**src/design/bfsa_pkg.sv**
```systemverilog
// Shared constants, operation codes and word types of the free-slot bitmap allocator.
package bfsa_pkg;

  localparam int MAP_BYTES   = 1024;
  localparam int DATA_W      = 8;
  localparam int INDEX_W     = 13;
  localparam int BYTE_W      = 10;
  localparam int BIT_W       = 3;
  localparam int INDEX_LIMIT = 8192;
  localparam int SCAN_BYTES  = (MAP_BYTES < INDEX_LIMIT / DATA_W) ? MAP_BYTES
                                                                  : INDEX_LIMIT / DATA_W;
  localparam int MAP_AW      = (MAP_BYTES > 1) ? $clog2(MAP_BYTES) : 1;

  localparam logic [DATA_W-1:0] FULL_BYTE = 8'hFF;

  typedef enum logic [1:0] {
    OP_SET   = 2'd0,
    OP_CLEAR = 2'd1,
    OP_FIND  = 2'd2,
    OP_LOAD  = 2'd3
  } op_t;

  typedef struct packed {
    op_t                op;
    logic [INDEX_W-1:0] bit_index;
    logic [INDEX_W-1:0] start_bit;
    logic [BYTE_W-1:0]  byte_index;
    logic [DATA_W-1:0]  byte_value;
  } req_t;

  typedef struct packed {
    logic               found;
    logic [INDEX_W-1:0] free_index;
  } rsp_t;

  typedef struct packed {
    logic valid;
    rsp_t word;
  } res_t;

endpackage

```
**src/design/bfsa_ctrl.sv**
```systemverilog
// Sequencer: clearing pass, read-modify-write of bitmap bytes and the byte scan of a find.
module bfsa_ctrl import bfsa_pkg::*; (
  input  logic              clk,
  input  logic              rst,
  input  logic              req_valid,
  output logic              req_stall,
  input  req_t              req,
  output res_t              res,
  input  logic              res_ready,
  output logic              mem_we,
  output logic [MAP_AW-1:0] mem_waddr,
  output logic [DATA_W-1:0] mem_wdata,
  output logic              mem_re,
  output logic [MAP_AW-1:0] mem_raddr,
  input  logic [DATA_W-1:0] mem_rdata
);

  typedef enum logic [2:0] {
    S_CLEAR,
    S_IDLE,
    S_RMW,
    S_SCAN,
    S_RESULT
  } state_t;

  state_t             state;
  logic [MAP_AW-1:0]  clr_ptr;
  op_t                op_q;
  logic [BIT_W-1:0]   bit_q;
  logic [BYTE_W-1:0]  ptr;
  logic               first;
  logic [INDEX_W-1:0] start_q;
  logic               res_valid;
  rsp_t               res_word;

  logic               accept;
  logic [BYTE_W-1:0]  set_byte;
  logic [BYTE_W-1:0]  start_byte;
  logic               set_in_map;
  logic               load_in_map;
  logic               start_in_scan;
  logic [DATA_W-1:0]  bit_mask;
  logic [DATA_W-1:0]  low_mask;
  logic [DATA_W-1:0]  scan_v;
  logic               scan_hit;
  logic               scan_last;
  logic [BIT_W-1:0]   zero_pos;

  assign accept        = req_valid && (state == S_IDLE);
  assign req_stall     = (state != S_IDLE);
  assign set_byte      = req.bit_index[INDEX_W-1:BIT_W];
  assign start_byte    = req.start_bit[INDEX_W-1:BIT_W];
  assign set_in_map    = int'(set_byte) < MAP_BYTES;
  assign load_in_map   = int'(req.byte_index) < MAP_BYTES;
  assign start_in_scan = int'(start_byte) < SCAN_BYTES;

  assign bit_mask = DATA_W'(1) << bit_q;

  // on the start byte, bits below the start offset count as used
  assign low_mask  = first ? (bit_mask - DATA_W'(1)) : '0;
  assign scan_v    = mem_rdata | low_mask;
  assign scan_hit  = (scan_v != FULL_BYTE);
  assign scan_last = int'(ptr) >= SCAN_BYTES - 1;

  always_comb begin
    zero_pos = '0;
    for (int k = DATA_W - 1; k >= 0; k--) begin
      if (!scan_v[k]) begin
        zero_pos = BIT_W'(k);
      end
    end
  end

  // memory port drive
  always_comb begin
    mem_we    = 1'b0;
    mem_waddr = '0;
    mem_wdata = '0;
    mem_re    = 1'b0;
    mem_raddr = '0;
    unique case (state)
      S_CLEAR: begin
        mem_we    = 1'b1;
        mem_waddr = clr_ptr;
      end
      S_IDLE: begin
        if (accept) begin
          unique case (req.op)
            OP_SET, OP_CLEAR: begin
              mem_re    = set_in_map;
              mem_raddr = MAP_AW'(set_byte);
            end
            OP_FIND: begin
              mem_re    = start_in_scan;
              mem_raddr = MAP_AW'(start_byte);
            end
            OP_LOAD: begin
              mem_we    = load_in_map;
              mem_waddr = MAP_AW'(req.byte_index);
              mem_wdata = req.byte_value;
            end
          endcase
        end
      end
      S_RMW: begin
        mem_we    = 1'b1;
        mem_waddr = MAP_AW'(ptr);
        mem_wdata = (op_q == OP_SET) ? (mem_rdata | bit_mask) : (mem_rdata & ~bit_mask);
      end
      S_SCAN: begin
        // prefetch the following byte; unused when this byte hits or is the last
        mem_re    = 1'b1;
        mem_raddr = MAP_AW'(BYTE_W'(ptr + BYTE_W'(1)));
      end
      S_RESULT: begin
      end
      default: begin
      end
    endcase
  end

  always_ff @(posedge clk) begin
    if (rst) begin
      state     <= S_CLEAR;
      clr_ptr   <= '0;
      res_valid <= 1'b0;
    end else begin
      unique case (state)
        S_CLEAR: begin
          clr_ptr <= clr_ptr + MAP_AW'(1);
          if (int'(clr_ptr) == MAP_BYTES - 1) begin
            state <= S_IDLE;
          end
        end
        S_IDLE: begin
          if (req_valid) begin
            op_q     <= req.op;
            start_q  <= req.start_bit;
            res_word <= '0;
            first    <= 1'b1;
            unique case (req.op)
              OP_SET, OP_CLEAR: begin
                bit_q     <= req.bit_index[BIT_W-1:0];
                ptr       <= set_byte;
                state     <= set_in_map ? S_RMW : S_RESULT;
                res_valid <= !set_in_map;
              end
              OP_FIND: begin
                bit_q     <= req.start_bit[BIT_W-1:0];
                ptr       <= start_byte;
                state     <= start_in_scan ? S_SCAN : S_RESULT;
                res_valid <= !start_in_scan;
              end
              OP_LOAD: begin
                state     <= S_RESULT;
                res_valid <= 1'b1;
              end
            endcase
          end
        end
        S_RMW: begin
          state     <= S_RESULT;
          res_valid <= 1'b1;
        end
        S_SCAN: begin
          first <= 1'b0;
          if (scan_hit) begin
            res_word.found      <= 1'b1;
            res_word.free_index <= {ptr, zero_pos};
            res_valid           <= 1'b1;
            state               <= S_RESULT;
          end else if (scan_last) begin
            res_valid <= 1'b1;
            state     <= S_RESULT;
          end else begin
            ptr <= ptr + BYTE_W'(1);
          end
        end
        S_RESULT: begin
          if (res_ready) begin
            res_valid <= 1'b0;
            state     <= S_IDLE;
          end
        end
        default: begin
          state <= S_IDLE;
        end
      endcase
    end
  end

  assign res = {res_valid, res_word};

  a_found_at_or_above_start: assert property (@(posedge clk) disable iff (rst)
    res_valid && res_word.found |-> res_word.free_index >= start_q)
    else $error("found index below start bit");

  a_miss_index_zero: assert property (@(posedge clk) disable iff (rst)
    res_valid && !res_word.found |-> res_word.free_index == '0)
    else $error("not-found result with nonzero index");

  a_only_find_hits: assert property (@(posedge clk) disable iff (rst)
    res_valid && (op_q != OP_FIND) |-> !res_word.found)
    else $error("non-find operation reported a hit");

  a_rmw_follows_read: assert property (@(posedge clk) disable iff (rst)
    state == S_RMW |-> $past(mem_re) && $past(state) == S_IDLE)
    else $error("byte update without a preceding read");

endmodule

```
**config.mk**
```make
export PLATFORM = sky130hd
export DESIGN_NAME = bfsa_ctrl
export DESIGN_NICKNAME = d
export VERILOG_FILES = /design/src/design/bfsa_pkg.sv /design/src/design/bfsa_ctrl.sv
export SDC_FILE = /design/constraint.sdc
export NUM_CORES = 1
export LEC_CHECK = 0
export BUFFER_PORTS_ARGS = -buffer_cell sky130_fd_sc_hd__buf_2
export CAP_MARGIN = 20
export CELL_PAD_IN_SITES_DETAIL_PLACEMENT = 2
export CELL_PAD_IN_SITES_GLOBAL_PLACEMENT = 2
export CORE_ASPECT_RATIO = 1.1
export CORE_UTILIZATION = 29
export CTS_CLUSTER_DIAMETER = 50
export DETAILED_ROUTE_END_ITERATION = 12
export PLACE_DENSITY = 0.85
export REMOVE_ABC_BUFFERS = 1
export SLEW_MARGIN = 20
export SYNTH_ARGS = -nofsm -noshare
export SYNTH_HDL_FRONTEND = slang
export SYNTH_SLANG_ARGS = --single-unit
```
**constraint.sdc**
```tcl
create_clock -name clk -period 4.8 [get_ports clk]
set_clock_uncertainty 0.1 [all_clocks]
set_input_delay 0.24 -clock clk [delete_from_list [all_inputs] [get_ports clk]]
set_output_delay 0.24 -clock clk [all_outputs]
set_load 0.05 [all_outputs]
```
==> results.py <==
metrics = {
    "routing": {
        "antenna_left": 0,
        "viasPerCell": 5.29,
        "drc": 0,
        "wl_per_cell_um": 18.3,
        "num_vias": 2848,
        "drt_iter0_drc": 80,
        "wirelength_um": 9860,
        "drt_pass1_iterations": 4,
    },
    "flow_run": {
        "maxCapViolations": 0,
    },
    "pwr": {
        "internal_power_uw": 694,
        "seq_power_share": 0.418,
        "p_switching_uw": 388,
        "clockPowerShare": 0.269,
        "power_frac_comb": 0.312,
        "peakVddDrop_mv": 0.193,
        "power.density_mw_per_mm2": 293,
        "swShare": 0.359,
        "power.leakage_uw": 0.00159,
    },
    "synth": {
        "synth_cell_types": 55,
        "async_flop_share": 0,
        "syn_area_mm2": 0.00298,
        "synth-main-ff-cell": "edfxtp_1",
        "synth_edf_count": 30,
        "synth.avg_cell_area_um2": 9.19,
        "synth_warnings": 0,
        "netlist_instances": 324,
        "ys_ff_latch": 44,
        "yosysSeqAreaShare": 0.397,
    },
    "timing": {
        "max_slew_margin": 0.447,
        "tns_ns": 0,
        "timing.hold.ws_ns": 0.105,
        "post-route-period-util": 0.723,
        "finalSetupViolCount": 0,
        "slew_violations": 0,
        "post-route-min-period_ns": 3.47,
        "hold_viol_final": 0,
        "fmax_ghz": 0.288,
        "rsz0062_at_grt": "false",
        "worst_pin_slew_ns": 0.823,
    },
    "setup_path": {
        "worstReg2RegEnd": "ptr[3]",
        "ff2ff_path_depth": 8,
        "critPathMaxFanout": 15,
        "endpoint": "ptr[3]",
        "worst_setup_path_start_kind": "flop",
        "required_ns": 4.71,
        "r2r_start": "bit_q[2]",
        "critPathKind": "flop to flop",
        "cp-startpoint": "bit_q[2]",
        "end_kind": "flop",
        "crit_arrival_ns": 3.38,
        "rrSetupSlack_ns": 1.33,
    },
    "layout": {
        "layout_commonest_cell": "buf_2",
        "final_cell_mix": "103 x buf_2, 30 x edfxtp_1, 26 x nor2_1",
        "final_nets": 478,
        "syn_to_final_growth_pct": 24.0,
        "drive_above_1_share": 0.309,
        "antenna_cells": 0,
        "final_cells": 538,
    },
    "place": {
        "post-dp-hpwl_um": 7590,
        "numPortBuffers": 103,
        "dpl.cell_count": 529,
        "gp_congestion": 0.804,
    },
    "clocking": {
        "numClockSinks": 44,
        "cts_root_buf": "clkbuf_8",
        "cts_tree": "yes",
        "cts_made_buffers": 5,
        "h-tree-depth": 2,
        "ctsLongestPathBuffers": 2,
        "post_cts_buffers": 0,
        "hold_buffers": 0,
        "cts_resized": 0,
        "clkTransAtPathRegs_ns": 0.09,
        "clock_latency_ns": 0.30,
    },
    "worst_hold_path": {
        "hold_class": "primary input to flop",
    },
    "global_route": {
        "grt_pass1_vias": 3054,
        "grt.total_usage": 0.191,
        "grt_max_degree": 33,
        "gr-total-overflow": 0,
        "grt_pass1_wl_um": 15800,
        "antenna_found_initial": 0,
    },
    "floorplan": {
        "dieArea_mm2": 0.0107,
        "die_x_um": 98.6,
        "io_pins": 104,
        "core_area_mm2": 0.00994,
        "start_util": 0.300,
        "rows": 38,
        "die_h_um": 108,
    },
    "status": {
        "status": "completed",
    },
}
## layout make-up
| type | instances | area (µm²) |
|---|---|---|
| clock buffers | 5 | 68.8 |
| clock inverters | 3 | 42.5 |
| fillers | 1118 | 6240 |
| inverters | 8 | 30.0 |
| multi-input cells | 250 | 1670 |
| flip-flops and latches | 44 | 1180 |
| well taps | 120 | 150 |
| repair buffers | 108 | 553 |
## cell families after synthesis
kind of cell             Yosys count  share of synthesized area
multiplexers                      20                     0.0685
XOR/XNOR                          19                     0.0559
AO/OA/AOI/OAI                     89                      0.203
AND/OR/NAND/NOR                  119                      0.219
buffers and inverters             30                     0.0441
adder cells (fa/ha/maj)            3                     0.0126
flip-flops                        44                      0.397
## synthesized netlist by cell type (11+ instances only)
master | instances | area [µm²]
edfxtp_1 | 30 | 901
nor2_1 | 26 | 97.6
a21oi_1 | 21 | 105
nand2_1 | 20 | 75.1
o21ai_0 | 20 | 100
mux2i_1 | 17 | 170
nor2b_1 | 15 | 93.8
clkbuf_1 | 14 | 52.6
dfxtp_1 | 14 | 280
nand3_1 | 12 | 60.1
and2_1 | 11 | 68.8
## state kept, by name, summed over array words and instances, names as in the netlist
name,count
clr_ptr,10
bit_q,3
ptr,10
op_q,2
res_valid,1
res,14
first,1
state,3
## metrics by stage
step,cell area [µm²],setup WS [ns],total power (µW),utilization
detailed placement,3570,1.38,795,0.360
CTS,3680,1.35,1090,0.371
floorplan,2880,1.23,689,-
global route,3690,1.18,1130,0.372
global placement,3570,1.54,783,0.360
finish,3690,1.33,1080,0.372
## metal layers
layer  vias to the layer above  routed length, µm  track usage
met4                         0                 91       0.0405
met2                        84               5070        0.363
met5                         -                  0            0
li1                       1375                  -            -
met1                      1383               4320        0.225
met3                         6                376       0.0310
## how the worst min path moves through the flow
stage | depth (start not counted) | slack (ns) | startpoint | endpoint
final | 1 | 0.10 | req[44] | op_q[0]
after global routing | 1 | 0.1 | req[44] | op_q[0]
after CTS | 1 | 0.09 | req[44] | op_q[0]
after detailed placement | 2 | 0.38 | res_valid | res_valid
after global placement | 2 | 0.37 | res_valid | res_valid
after floorplan | 1 | 0.21 | rst | state[0]
## worst max-delay path: stages (launching register included)
cell and delay [ns]:
edfxtp_1 0.60, or3b_2 0.58, ha_1 0.31, or4b_1 0.52, nand4b_1 0.15, and4b_1 0.34, nand4_1 0.16, a21oi_1 0.18
buf_4 0.22
## power groups by stage
stage | clock (µW) | sequential [µW] | combinational (µW)
2_1_floorplan | 0 | 464 | 224
3_3_place_gp | 0 | 459 | 324
3_5_place_dp | 0 | 460 | 335
4_1_cts | 298 | 453 | 337
5_1_grt | 307 | 456 | 362
6_report | 291 | 453 | 338
No activity file was read; power rests on OpenSTA's default activity.
